==> config.mk <==
export PLATFORM = sky130hd
export DESIGN_NAME = layer_compositor_pixel_select
export DESIGN_NICKNAME = d
export VERILOG_FILES = /design/src/hw/rtl/lcps_pkg.sv /design/src/hw/rtl/lcps_layer_table.sv /design/src/hw/rtl/lcps_cursor_match.sv /design/src/hw/rtl/lcps_layer_select.sv /design/src/hw/rtl/layer_compositor_pixel_select.sv
export SDC_FILE = /design/constraint.sdc
export NUM_CORES = 2
export LEC_CHECK = 0
export BUFFER_PORTS_ARGS = -buffer_cell sky130_fd_sc_hd__buf_2
export CAP_MARGIN = 20
export CORE_ASPECT_RATIO = 0.75
export CORE_UTILIZATION = 60
export DETAILED_ROUTE_END_ITERATION = 8
export PLACE_DENSITY = 0.76
export SETUP_SLACK_MARGIN = 0.05
export SLEW_MARGIN = 0
export SYNTH_ARGS = -nofsm -noshare
export SYNTH_HDL_FRONTEND = slang
export SYNTH_SLANG_ARGS = --single-unit
==> constraint.sdc <==
create_clock -name clk -period 9.35 [get_ports clk]
set_input_delay 1.87 -clock clk [delete_from_list [all_inputs] [get_ports clk]]
set_output_delay 1.87 -clock clk [all_outputs]
set_load 0.05 [all_outputs]
==> src/hw/rtl/lcps_pkg.sv <==
`timescale 1ns / 1ps

package lcps_pkg;

    // Defaults for the top-level parameters.
    localparam int LAYER_COUNT_DEF      = 8;
    localparam int MAX_LAYER_WIDTH_DEF  = 800;
    localparam int MAX_LAYER_HEIGHT_DEF = 600;
    localparam int CURSOR_ROWS_DEF      = 11;
    localparam int CURSOR_COLS_DEF      = 6;

    // Lane numbers are compared at this width; it covers up to sixteen layers.
    localparam int LANE_IDX_W = 4;

    localparam int COORD_W  = 12;
    localparam int SIZE_W   = 10;
    localparam int SLOT_W   = 3;
    localparam int OFFSET_W = 19;
    localparam int CFG_IDX_W  = 2;
    localparam int CFG_DATA_W = 12;

    localparam logic CMD_LOAD  = 1'b0;
    localparam logic CMD_QUERY = 1'b1;

    localparam logic [CFG_IDX_W-1:0] CFG_CURSOR_X         = 2'd0;
    localparam logic [CFG_IDX_W-1:0] CFG_CURSOR_Y         = 2'd1;
    localparam logic [CFG_IDX_W-1:0] CFG_FOUR_BYTE_PIXELS = 2'd2;

    typedef struct packed {
        logic                      cmd;
        logic [SLOT_W-1:0]         layer_slot;
        logic signed [COORD_W-1:0] pos_x;
        logic signed [COORD_W-1:0] pos_y;
        logic [SIZE_W-1:0]         layer_width;
        logic [SIZE_W-1:0]         layer_height;
        logic                      layer_enable;
    } in_item_t;

    typedef struct packed {
        logic                base_source;
        logic [SLOT_W-1:0]   source_layer;
        logic [OFFSET_W-1:0] buffer_offset;
        logic                cursor_hit;
        logic                keep_top_byte;
    } out_item_t;

    // Position of the queried pixel inside one layer, with that layer's width.
    typedef struct packed {
        logic [SIZE_W-1:0] cx;
        logic [SIZE_W-1:0] cy;
        logic [SIZE_W-1:0] w;
    } lane_t;

    // The chosen layer for one pixel; all zero for the background.
    typedef struct packed {
        logic              src;
        logic [SLOT_W-1:0] layer;
        logic [SIZE_W-1:0] cx;
        logic [SIZE_W-1:0] cy;
        logic [SIZE_W-1:0] w;
    } sel_t;

    typedef struct packed {
        logic hit;
        logic keep;
    } cursor_t;

    // Arrow bitmap: bit c of row r is column c.
    function automatic logic [31:0] arrow_row(input logic [4:0] row);
        logic [31:0] bits;
        case (row)
            5'd0:    bits = 32'h01;
            5'd1:    bits = 32'h03;
            5'd2:    bits = 32'h07;
            5'd3:    bits = 32'h0F;
            5'd4:    bits = 32'h1F;
            5'd5:    bits = 32'h0F;
            5'd6:    bits = 32'h0F;
            5'd7:    bits = 32'h0F;
            5'd8:    bits = 32'h1D;
            5'd9:    bits = 32'h18;
            5'd10:   bits = 32'h30;
            default: bits = 32'h00;
        endcase
        return bits;
    endfunction

endpackage

==> src/hw/rtl/lcps_layer_table.sv <==
`timescale 1ns / 1ps

module lcps_layer_table #(
    parameter int LAYER_COUNT      = lcps_pkg::LAYER_COUNT_DEF,
    parameter int MAX_LAYER_WIDTH  = lcps_pkg::MAX_LAYER_WIDTH_DEF,
    parameter int MAX_LAYER_HEIGHT = lcps_pkg::MAX_LAYER_HEIGHT_DEF
) (
    input  logic                                clk,
    input  logic                                rst_n,
    input  lcps_pkg::in_item_t                  item,
    input  logic                                wr_en,
    output logic [LAYER_COUNT-1:0]              hit,
    output lcps_pkg::lane_t [LAYER_COUNT-1:0]   lane
);

    logic [lcps_pkg::SIZE_W-1:0] w_next;
    logic [lcps_pkg::SIZE_W-1:0] h_next;

    always_comb
    begin
        w_next = (32'(item.layer_width) > MAX_LAYER_WIDTH)
               ? lcps_pkg::SIZE_W'(MAX_LAYER_WIDTH) : item.layer_width;
        h_next = (32'(item.layer_height) > MAX_LAYER_HEIGHT)
               ? lcps_pkg::SIZE_W'(MAX_LAYER_HEIGHT) : item.layer_height;
    end

    for (genvar i = 0; i < LAYER_COUNT; i++)
    begin : g_lane
        logic signed [lcps_pkg::COORD_W-1:0] x_reg;
        logic signed [lcps_pkg::COORD_W-1:0] y_reg;
        logic [lcps_pkg::SIZE_W-1:0]         w_reg;
        logic [lcps_pkg::SIZE_W-1:0]         h_reg;
        logic                                en_reg;
        logic [lcps_pkg::COORD_W:0]          cx;
        logic [lcps_pkg::COORD_W:0]          cy;

        always_ff @(posedge clk or negedge rst_n)
        begin
            if (!rst_n)
            begin
                x_reg  <= '0;
                y_reg  <= '0;
                w_reg  <= '0;
                h_reg  <= '0;
                en_reg <= 1'b0;
            end
            else if (wr_en && lcps_pkg::LANE_IDX_W'(item.layer_slot)
                              == lcps_pkg::LANE_IDX_W'(i))
            begin
                x_reg  <= item.pos_x;
                y_reg  <= item.pos_y;
                w_reg  <= w_next;
                h_reg  <= h_next;
                en_reg <= item.layer_enable;
            end
        end

        // One sign bit more than the coordinates, so the difference never wraps.
        always_comb
        begin
            cx = {item.pos_x[lcps_pkg::COORD_W-1], item.pos_x}
               - {x_reg[lcps_pkg::COORD_W-1], x_reg};
            cy = {item.pos_y[lcps_pkg::COORD_W-1], item.pos_y}
               - {y_reg[lcps_pkg::COORD_W-1], y_reg};
            hit[i] = en_reg
                  && !item.pos_x[lcps_pkg::COORD_W-1]
                  && !item.pos_y[lcps_pkg::COORD_W-1]
                  && !cx[lcps_pkg::COORD_W] && !cy[lcps_pkg::COORD_W]
                  && (cx[lcps_pkg::COORD_W-1:0] < lcps_pkg::COORD_W'(w_reg))
                  && (cy[lcps_pkg::COORD_W-1:0] < lcps_pkg::COORD_W'(h_reg));
            // On a hit both differences are below the size, so they fit its width.
            lane[i].cx = cx[lcps_pkg::SIZE_W-1:0];
            lane[i].cy = cy[lcps_pkg::SIZE_W-1:0];
            lane[i].w  = w_reg;
        end
    end

endmodule

==> src/hw/rtl/lcps_cursor_match.sv <==
`timescale 1ns / 1ps

module lcps_cursor_match #(
    parameter int CURSOR_ROWS = lcps_pkg::CURSOR_ROWS_DEF,
    parameter int CURSOR_COLS = lcps_pkg::CURSOR_COLS_DEF
) (
    input  lcps_pkg::in_item_t                 item,
    input  logic [lcps_pkg::COORD_W-1:0]       cursor_x,
    input  logic [lcps_pkg::COORD_W-1:0]       cursor_y,
    input  logic                               four_byte_pixels,
    output lcps_pkg::cursor_t                  cursor
);

    logic [lcps_pkg::COORD_W:0] dx;
    logic [lcps_pkg::COORD_W:0] dy;
    logic [31:0]                row_bits;
    logic                       in_box;

    always_comb
    begin
        // A query pixel with a negative coordinate is off screen; it is excluded below.
        dx = {1'b0, item.pos_x} - {1'b0, cursor_x};
        dy = {1'b0, item.pos_y} - {1'b0, cursor_y};
        row_bits = lcps_pkg::arrow_row(dy[4:0]);
        in_box = !item.pos_x[lcps_pkg::COORD_W-1]
              && !item.pos_y[lcps_pkg::COORD_W-1]
              && !dx[lcps_pkg::COORD_W] && !dy[lcps_pkg::COORD_W]
              && (32'(dx[lcps_pkg::COORD_W-1:0]) < CURSOR_COLS)
              && (32'(dy[lcps_pkg::COORD_W-1:0]) < CURSOR_ROWS)
              && (dx[lcps_pkg::COORD_W-1:0] < lcps_pkg::COORD_W'(32))
              && (dy[lcps_pkg::COORD_W-1:0] < lcps_pkg::COORD_W'(32));
        cursor.hit  = in_box && row_bits[dx[4:0]];
        cursor.keep = cursor.hit && !four_byte_pixels;
    end

endmodule

==> src/hw/rtl/lcps_layer_select.sv <==
`timescale 1ns / 1ps

module lcps_layer_select #(
    parameter int LAYER_COUNT = lcps_pkg::LAYER_COUNT_DEF
) (
    input  logic [LAYER_COUNT-1:0]              hit,
    input  lcps_pkg::lane_t [LAYER_COUNT-1:0]   lane,
    output lcps_pkg::sel_t                      sel
);

    // Higher slots lie on top, so a later hit overrides an earlier one.
    always_comb
    begin
        sel = '0;
        for (int i = 0; i < LAYER_COUNT; i++)
        begin
            if (hit[i])
            begin
                sel.src   = 1'b1;
                sel.layer = lcps_pkg::SLOT_W'(i);
                sel.cx    = lane[i].cx;
                sel.cy    = lane[i].cy;
                sel.w     = lane[i].w;
            end
        end
    end

endmodule

==> src/hw/rtl/layer_compositor_pixel_select.sv <==
`timescale 1ns / 1ps

// Per-pixel layer compositor. A load command (cmd 0) writes one entry of the
// layer table and gives no result; a query (cmd 1) gives one result naming the
// topmost enabled layer that covers the pixel, the word offset inside that
// layer's buffer, and whether the arrow cursor sets the pixel. One item is
// taken in every cycle while in_stall is low; a query's result passes through
// four register stages: input, per-layer window match, top-layer selection,
// and the offset multiply-add into the output register. A load changes the
// table as it leaves the input stage, so every later item sees it.
// Configuration writes are always ready and take effect at once; they should
// only be made while no query is in flight.
module layer_compositor_pixel_select #(
    parameter int LAYER_COUNT      = lcps_pkg::LAYER_COUNT_DEF,
    parameter int MAX_LAYER_WIDTH  = lcps_pkg::MAX_LAYER_WIDTH_DEF,
    parameter int MAX_LAYER_HEIGHT = lcps_pkg::MAX_LAYER_HEIGHT_DEF,
    parameter int CURSOR_ROWS      = lcps_pkg::CURSOR_ROWS_DEF,
    parameter int CURSOR_COLS      = lcps_pkg::CURSOR_COLS_DEF
) (
    input  logic                                clk,
    input  logic                                rst_n,
    input  logic                                in_valid,
    output logic                                in_stall,
    input  lcps_pkg::in_item_t                  in_data,
    output logic                                out_valid,
    input  logic                                out_stall,
    output lcps_pkg::out_item_t                 out_data,
    input  logic                                cfg_valid,
    output logic                                cfg_ready,
    input  logic [lcps_pkg::CFG_IDX_W-1:0]      cfg_index,
    input  logic [lcps_pkg::CFG_DATA_W-1:0]     cfg_data
);

    logic [lcps_pkg::COORD_W-1:0] cursor_x_reg;
    logic [lcps_pkg::COORD_W-1:0] cursor_y_reg;
    logic                         four_byte_reg;

    logic                 s1_valid_reg;
    lcps_pkg::in_item_t   s1_item_reg;

    logic                                s2_valid_reg;
    logic [LAYER_COUNT-1:0]              s2_hit_reg;
    lcps_pkg::lane_t [LAYER_COUNT-1:0]   s2_lane_reg;
    lcps_pkg::cursor_t                   s2_cur_reg;

    logic                 s3_valid_reg;
    lcps_pkg::sel_t       s3_sel_reg;
    lcps_pkg::cursor_t    s3_cur_reg;

    logic                 out_valid_reg;
    lcps_pkg::out_item_t  out_reg;

    logic out_ready;
    logic s3_ready;
    logic s2_ready;
    logic s1_ready;
    logic table_wr;

    logic [LAYER_COUNT-1:0]              hit_next;
    lcps_pkg::lane_t [LAYER_COUNT-1:0]   lane_next;
    lcps_pkg::cursor_t                   cur_next;
    lcps_pkg::sel_t                      sel_next;
    logic [2*lcps_pkg::SIZE_W:0]         sum_next;
    lcps_pkg::out_item_t                 out_next;

    // A stage takes new contents when it is empty or its contents move on.
    assign out_ready = !out_valid_reg || !out_stall;
    assign s3_ready  = !s3_valid_reg || out_ready;
    assign s2_ready  = !s2_valid_reg || s3_ready;
    assign s1_ready  = !s1_valid_reg || s2_ready;
    assign in_stall  = !s1_ready;
    assign table_wr  = s1_valid_reg && (s1_item_reg.cmd == lcps_pkg::CMD_LOAD) && s2_ready;

    assign cfg_ready = 1'b1;
    assign out_valid = out_valid_reg;
    assign out_data  = out_reg;

    always_ff @(posedge clk or negedge rst_n)
    begin
        if (!rst_n)
        begin
            cursor_x_reg  <= '0;
            cursor_y_reg  <= '0;
            four_byte_reg <= 1'b1;
        end
        else if (cfg_valid && cfg_ready)
        begin
            case (cfg_index)
                lcps_pkg::CFG_CURSOR_X:         cursor_x_reg  <= cfg_data;
                lcps_pkg::CFG_CURSOR_Y:         cursor_y_reg  <= cfg_data;
                lcps_pkg::CFG_FOUR_BYTE_PIXELS: four_byte_reg <= cfg_data[0];
                default:                        ;
            endcase
        end
    end

    lcps_layer_table #(
        .LAYER_COUNT      (LAYER_COUNT),
        .MAX_LAYER_WIDTH  (MAX_LAYER_WIDTH),
        .MAX_LAYER_HEIGHT (MAX_LAYER_HEIGHT)
    ) u_table (
        .clk   (clk),
        .rst_n (rst_n),
        .item  (s1_item_reg),
        .wr_en (table_wr),
        .hit   (hit_next),
        .lane  (lane_next)
    );

    lcps_cursor_match #(
        .CURSOR_ROWS (CURSOR_ROWS),
        .CURSOR_COLS (CURSOR_COLS)
    ) u_cursor (
        .item             (s1_item_reg),
        .cursor_x         (cursor_x_reg),
        .cursor_y         (cursor_y_reg),
        .four_byte_pixels (four_byte_reg),
        .cursor           (cur_next)
    );

    lcps_layer_select #(
        .LAYER_COUNT (LAYER_COUNT)
    ) u_select (
        .hit  (s2_hit_reg),
        .lane (s2_lane_reg),
        .sel  (sel_next)
    );

    always_comb
    begin
        sum_next = (2*lcps_pkg::SIZE_W+1)'(s3_sel_reg.cy) * (2*lcps_pkg::SIZE_W+1)'(s3_sel_reg.w)
                 + (2*lcps_pkg::SIZE_W+1)'(s3_sel_reg.cx);
        out_next.base_source   = s3_sel_reg.src;
        out_next.source_layer  = s3_sel_reg.layer;
        out_next.buffer_offset = sum_next[lcps_pkg::OFFSET_W-1:0];
        out_next.cursor_hit    = s3_cur_reg.hit;
        out_next.keep_top_byte = s3_cur_reg.keep;
    end

    always_ff @(posedge clk or negedge rst_n)
    begin
        if (!rst_n)
        begin
            s1_valid_reg  <= 1'b0;
            s2_valid_reg  <= 1'b0;
            s3_valid_reg  <= 1'b0;
            out_valid_reg <= 1'b0;
        end
        else
        begin
            if (s1_ready)
            begin
                s1_valid_reg <= in_valid;
            end
            // Loads end in the first stage.
            if (s2_ready)
            begin
                s2_valid_reg <= s1_valid_reg && (s1_item_reg.cmd == lcps_pkg::CMD_QUERY);
            end
            if (s3_ready)
            begin
                s3_valid_reg <= s2_valid_reg;
            end
            if (out_ready)
            begin
                out_valid_reg <= s3_valid_reg;
            end
        end
    end

    always_ff @(posedge clk)
    begin
        if (s1_ready)
        begin
            s1_item_reg <= in_data;
        end
        if (s2_ready)
        begin
            s2_hit_reg  <= hit_next;
            s2_lane_reg <= lane_next;
            s2_cur_reg  <= cur_next;
        end
        if (s3_ready)
        begin
            s3_sel_reg <= sel_next;
            s3_cur_reg <= s2_cur_reg;
        end
        if (out_ready)
        begin
            out_reg <= out_next;
        end
    end

    a_stall_needs_full_input: assert property (@(posedge clk) disable iff (!rst_n)
        in_stall |-> s1_valid_reg)
        else $error("input stalled while the first stage is empty");

    a_load_gives_no_result: assert property (@(posedge clk) disable iff (!rst_n)
        s1_valid_reg && (s1_item_reg.cmd == lcps_pkg::CMD_LOAD) && s2_ready
        |=> !s2_valid_reg)
        else $error("a layer load went on down the pipeline");

    a_background_is_zero: assert property (@(posedge clk) disable iff (!rst_n)
        out_valid_reg && !out_reg.base_source
        |-> (out_reg.source_layer == '0) && (out_reg.buffer_offset == '0))
        else $error("background result carries a layer or an offset");

    a_keep_needs_hit: assert property (@(posedge clk) disable iff (!rst_n)
        out_valid_reg && out_reg.keep_top_byte |-> out_reg.cursor_hit)
        else $error("top byte kept without a cursor hit");

endmodule
-- Yosys cells after proc, flatten, opt, wreduce, memory -nomap -nowiden
Memories as Yosys holds them, arrays and structs flattened.
Index checks and enable logic that the tools add are counted.
- register bits: 749
- bits in read-only memories: 96
- bits of input ports: 68
- output and inout port bits: 28
- memories: 1
- add/sub/neg operators: 19
- multiply operators: 1
- order comparisons: 23
- equality and inequality tests: 9
- multiplexer cells: 13
- bitwise operators: 1
- reductions and logical operators: 107
- memory list (name ; words ; bits a word ; read ports ; clocked after memory_dff ; wr ports ; RTL line ; source):
    (name not given) ; 16 ; 6 ; 1 ; 0 ; 0 ; lcps_pkg.sv:71 ; case (row)
- operator list (operator ; count):
    12-bit by 12-bit subtractor with 13-bit output ; 18
    12-bit by 10-bit less-than comparator with 1-bit output ; 16
    33-bit two-way mux ; 3
    32-bit two-way mux ; 3
    1-bit logical AND ; 68
    34-bit two-way mux ; 1
    31-bit two-way mux ; 1
    30-bit two-way mux ; 1
    1-bit logical NOT ; 27
    12-bit by 6-bit less-than comparator with 1-bit output, second input constant ; 2
    10-bit greater-than comparator, second input constant ; 2
    10-bit two-way mux ; 2
    19-bit by 10-bit adder with 19-bit output ; 1
    10-bit by 10-bit multiplier with 19-bit output ; 1
    3-bit == test, second input constant ; 4
    12-bit by 3-bit less-than comparator with 1-bit output, second input constant ; 1
    12-bit by 4-bit less-than comparator with 1-bit output, second input constant ; 1
    7-bit OR reduction ; 1
    3-bit by 2-bit == test with 1-bit output, second input constant ; 2
    5-bit by 6-bit less-than comparator with 1-bit output, second input constant ; 1
    2-bit AND reduction ; 3
    1-bit binary-select mux with 5-bit select ; 1
    1-bit logical OR ; 4
    4-bit OR reduction ; 1
    8 further kinds ; 8

-- Logic depth before layout (Yosys ltp)
- word-level depth: 10
- gate-level depth with buffers: 21

-- Hierarchy
A second synthesis with hierarchy kept.
- cell total of the unflattened synthesis: 4175
- area total of the unflattened synthesis: 43910.9 sq um
- modules (own cells, without submodules) (module ; instances ; cells each ; area each (sq um) ; sequential area each (sq um)):
    lcps_layer_table ; 1 ; 2852 ; 25167.9 ; 9008.6
    layer_compositor_pixel_select ; 1 ; 871 ; 15581.2 ; 11537.3
    lcps_layer_select ; 1 ; 253 ; 1790.5 ; 0.0
    lcps_cursor_match ; 1 ; 199 ; 1371.3 ; 0.0

-- Worst setup path before layout
Ideal clock, no wire load.
- path kind: input to register
- start: in out_stall
- end: reg u_table.g_lane[7].y_reg[1] (netlist name)
- library setup time: 0.125 ns
- arrival time: 9.060 ns
- slack: 0.164 ns
- cell stages on the path: 7
- path through: and3_1 > nand2_1 > nand3b_1 > nor2_1 > nand3_1 > clkbuf_1 > mux2_2
- cells in the longest elaborated chain, start to end: 6
- RTL lines (item ; RTL line ; source):
    from (decl) ; layer_compositor_pixel_select.sv:26 ; input logic out_stall,
    1-bit logical NOT ; layer_compositor_pixel_select.sv:67 ; assign out_ready = !out_valid_reg || !out_stall;
    1-bit logical OR ; layer_compositor_pixel_select.sv:67 ;
    1-bit logical OR ; layer_compositor_pixel_select.sv:68 ; assign s3_ready = !s3_valid_reg || out_ready;
    1-bit logical OR ; layer_compositor_pixel_select.sv:69 ; assign s2_ready = !s2_valid_reg || s3_ready;
    via s2_ready ; layer_compositor_pixel_select.sv:55 ; logic s2_ready;
    1-bit logical AND ; layer_compositor_pixel_select.sv:72 ; assign table_wr = s1_valid_reg && (s1_item_reg.cmd == lcps_pkg::CMD_LOAD) && s2_ready;
    1-bit logical AND ; lcps_layer_table.sv:47 ; else if (wr_en && lcps_pkg::LANE_IDX_W'(item.layer_slot)
    to (signal assigned) ; lcps_layer_table.sv:51 ; y_reg <= item.pos_y;
    to (decl) ; lcps_layer_table.sv:30 ; logic signed [lcps_pkg::COORD_W-1:0] y_reg;
The timed path passes the listed nets, and every way through them passes these cells.
A chain may end at the register's enable or synchronous reset.

==> summary.txt <==
Worst setup path
  • Max FO, Critical Path: 10
  • Worst R2R End: out_data[20]$_DFFE_PP_
  • Crit-path cells: nand2_1 -> fa_1 -> inv_1 -> fa_1 -> inv_1 -> fa_1 -> inv_1 -> fa_1 -> inv_1 -> fa_1 -> inv_1 -> ha_1 -> or3_1 -> o21ai_0 -> a21oi_1 -> a211oi_1 -> o21bai_1 -> a21oi_1 -> o21ai_0 -> xnor2_1
  • R2R Setup Slk: 3540 ps
  • Delay of the slowest critical-path stage: 560 ps
  • Worst R2R Path Depth: 20
  • Crit-path slowest cell: edfxtp_1
  • Crit. End Element: flip-flop
  • Setup CP Type: flip-flop to flip-flop
  • WP depth: 20
  • WP data arrival: 6210 ps
  • Top delay family on crit path: adder cells
  • CP required: 9750 ps
  • Worst reg2reg startpoint: s3_sel_reg[15]$_DFFE_PP_
  • Setup crit start kind: flip-flop
  • Buffers & Inverters on Critical Path: 5

Layout
  • P&R area growth vs syn: 10.1%
  • Reg area: 20500 um2
  • NumNets Final: 4822
  • Multi-input logic area: 20500 um2
  • ANT cells: 0
  • Max FFs per register: 240
  • Most common cell after layout, fill and taps aside: inv_1
  • # fillers: 5511
  • Most frequent cells in the layout: inv_1, nand2_1, ha_1
  • Share of layout cells above drive strength 1: 9.99%

Timing
  • Rel. slew slack: 28.2%
  • RSZ-0062 raised after global routing: no
  • Finish-stage setup viols: 0
  • Clock Skew: 32.4 ps
  • Sum Neg Setup Slack: 0 ps
  • Final number of max-transition violations: 0
  • Final min period: 5810 ps
  • Setup ws final: 3540 ps
  • Fmax: 172 MHz
  • Hold Slack: 419 ps
  • Fin crit share: 62.2%
  • Final hold vios: 0
  • Least-Margin Pin Slew: 1080 ps

Min path
  • Hold crit path type: flip-flop to flip-flop
  • Hold Path Depth: 0
  • Hold path startpoint: out_next[0]$_DFFE_PP_
  • Hold worst-path end: out_data[0]$_DFFE_PP_

Pwr
  • Pleak: 21.5 nW
  • Total Power: 12.7 mW
  • Cell area power density: 266 nW/um2
  • Max VDD drop: 169 uV

Floorplan
  • Row cnt: 85
  • Starting Density: 60.6%
  • Core area: 71700 um2
  • Die area: 73500 um2
  • Io pins: 96
  • DIE WIDTH: 313 um
  • Die height: 235 um

Global route
  • Number of global-route vias before repair: 29600
  • Antenna violations before repair: 6
  • First-pass GRT wire length: 168000 um
  • Tot GR Track Use: 29.3%
  • Grt ovf: 0
  • Largest net degree at the start of global routing: 132

Route
  • DRT iter0 DRCs: 3040
  • Via count: 31100
  • DR DRC count: 0
  • Final wirelength: 107000 um
  • Drt first pass iters: 6
  • Antenna Violating Nets Remaining: 0
  • Via density: 5.90
  • WL/cell: 20.2 um

Logic synthesis
  • Main synth FF type: dfrtp_1
  • Mapped Area: 43500 um2
  • Async SR Flop Fraction: 51.9%
  • Post-Synthesis Cells: 4159
  • Sequential area share after synthesis: 47.3%
  • Syn avg cell area: 10.4 um2
  • Synth Warn #: 0
  • #FFs+latches synth: 749
  • Post-synth EDFFs: 360
  • Syn nets: 4731
  • Post-synthesis cell type count: 80

CTS
  • Postcts setup bufs: 0
  • TritonCTS clock tree: built
  • Worst-Skew Late Latency: 660 ps
  • CTS clk-pin slew, worst paths: 60 ps
  • Root buffer cell: clkbuf_16
  • Clock buffer depth: 3
  • Clock sink count: 749
  • H-tree depth: 3
  • CTS Hold Buffers Added: 0
  • CTS Buf Count: 76
  • CTS resizes: 0

Status
  • Status: finished, final reports clean

Placement
  • Post-DP HPWL: 75900 um
  • Gpl congestion: 0.920
  • Port Buffer Count: 94
  • Dpl ws: 3610 ps

Flow run
  • Maxcap violations: 0
[kinds of logic (layout without fill, tap and decap cells)]
group / after synthesis / in the layout / share of synthesized area (%)
DFF: 749 / 749 / 47.3
and+or+nand+nor: 1009 / 1009 / 10.6
other: 1 / 1 / 0.00863
xor gates and xnor gates: 150 / 150 / 3.02
muxes: 162 / 162 / 4.08
adders and majority gates: 504 / 504 / 16.0
AOI/OAI and AO/OA: 926 / 926 / 13.2
buffers and inverters: 658 / 813 / 5.72
[final cells by class]
cell class	instances	share of cell area, %
clock inverters	43	1.38
repair buffers	146	1.87
flip-flops and latches	749	42.9
clock buffers	99	4.40
multi-input cells	2752	42.8
inverters	525	4.12
well taps	957	2.50
[how the worst max path moves through the flow]
stage	startpoint	end	slack (ps)
after floorplan	out_stall	u_table.g_lane[7].y_reg[1]$_DFFE_PN0P_	160
after global placement	s3_sel_reg[15]$_DFFE_PP_	out_data[20]$_DFFE_PP_	3650
after detailed placement	s3_sel_reg[15]$_DFFE_PP_	out_data[20]$_DFFE_PP_	3610
after CTS	s3_sel_reg[15]$_DFFE_PP_	out_data[20]$_DFFE_PP_	3600
after global routing	s3_sel_reg[15]$_DFFE_PP_	out_data[20]$_DFFE_PP_	3190
final	s3_sel_reg[15]$_DFFE_PP_	out_data[20]$_DFFE_PP_	3540
[power breakdown]
group	switching, mW	internal [mW]	leakage, nW
clock	1.38	2.00	1.34
combinational	2.65	1.77	11.5
sequential	0.408	4.53	8.75
[layer usage]
metal	GRT usage, %	share of wire, %	up-vias
li1	-	-	14700
met1	46.9	48	15100
met2	41.4	42	1168
met3	4.88	9.0	122
met4	6.52	1.7	2
met5	0	0.012	-
[per-stage QoR]
step	utilization [%]	area (um2)	std cells
after CTS	66.8	47900	5270
final	66.8	47900	5271
after detailed placement	62.9	45100	5128
after global routing	66.8	47900	5271
after floorplan	-	43500	4159
after global placement	62.9	45100	5128
[synth_stat cells, types with 18 or more instances]
library cell	n	area [um2]
inv_1	525	1970
nand2_1	465	1750
ha_1	415	5190
dfrtp_1	388	9710
o21ai_0	379	1900
edfxtp_1	360	10800
a21oi_1	186	931
nor2_1	180	676
mux2_2	121	1360
clkbuf_1	116	435
xnor2_1	110	963
fa_1	89	1780
nor3_1	74	370
and2_1	57	357
a21o_1	49	368
nand3_1	46	230
nor2b_1	43	269
mux2i_1	41	410
xor2_1	40	350
o21a_1	38	285
o22ai_1	38	238
nand2b_1	35	219
a221oi_1	32	280
a211oi_1	28	210
and3_1	23	144
nand4_1	21	131
o211ai_1	20	150
o2111ai_1	18	158
(Power assumes the default switching activity.)
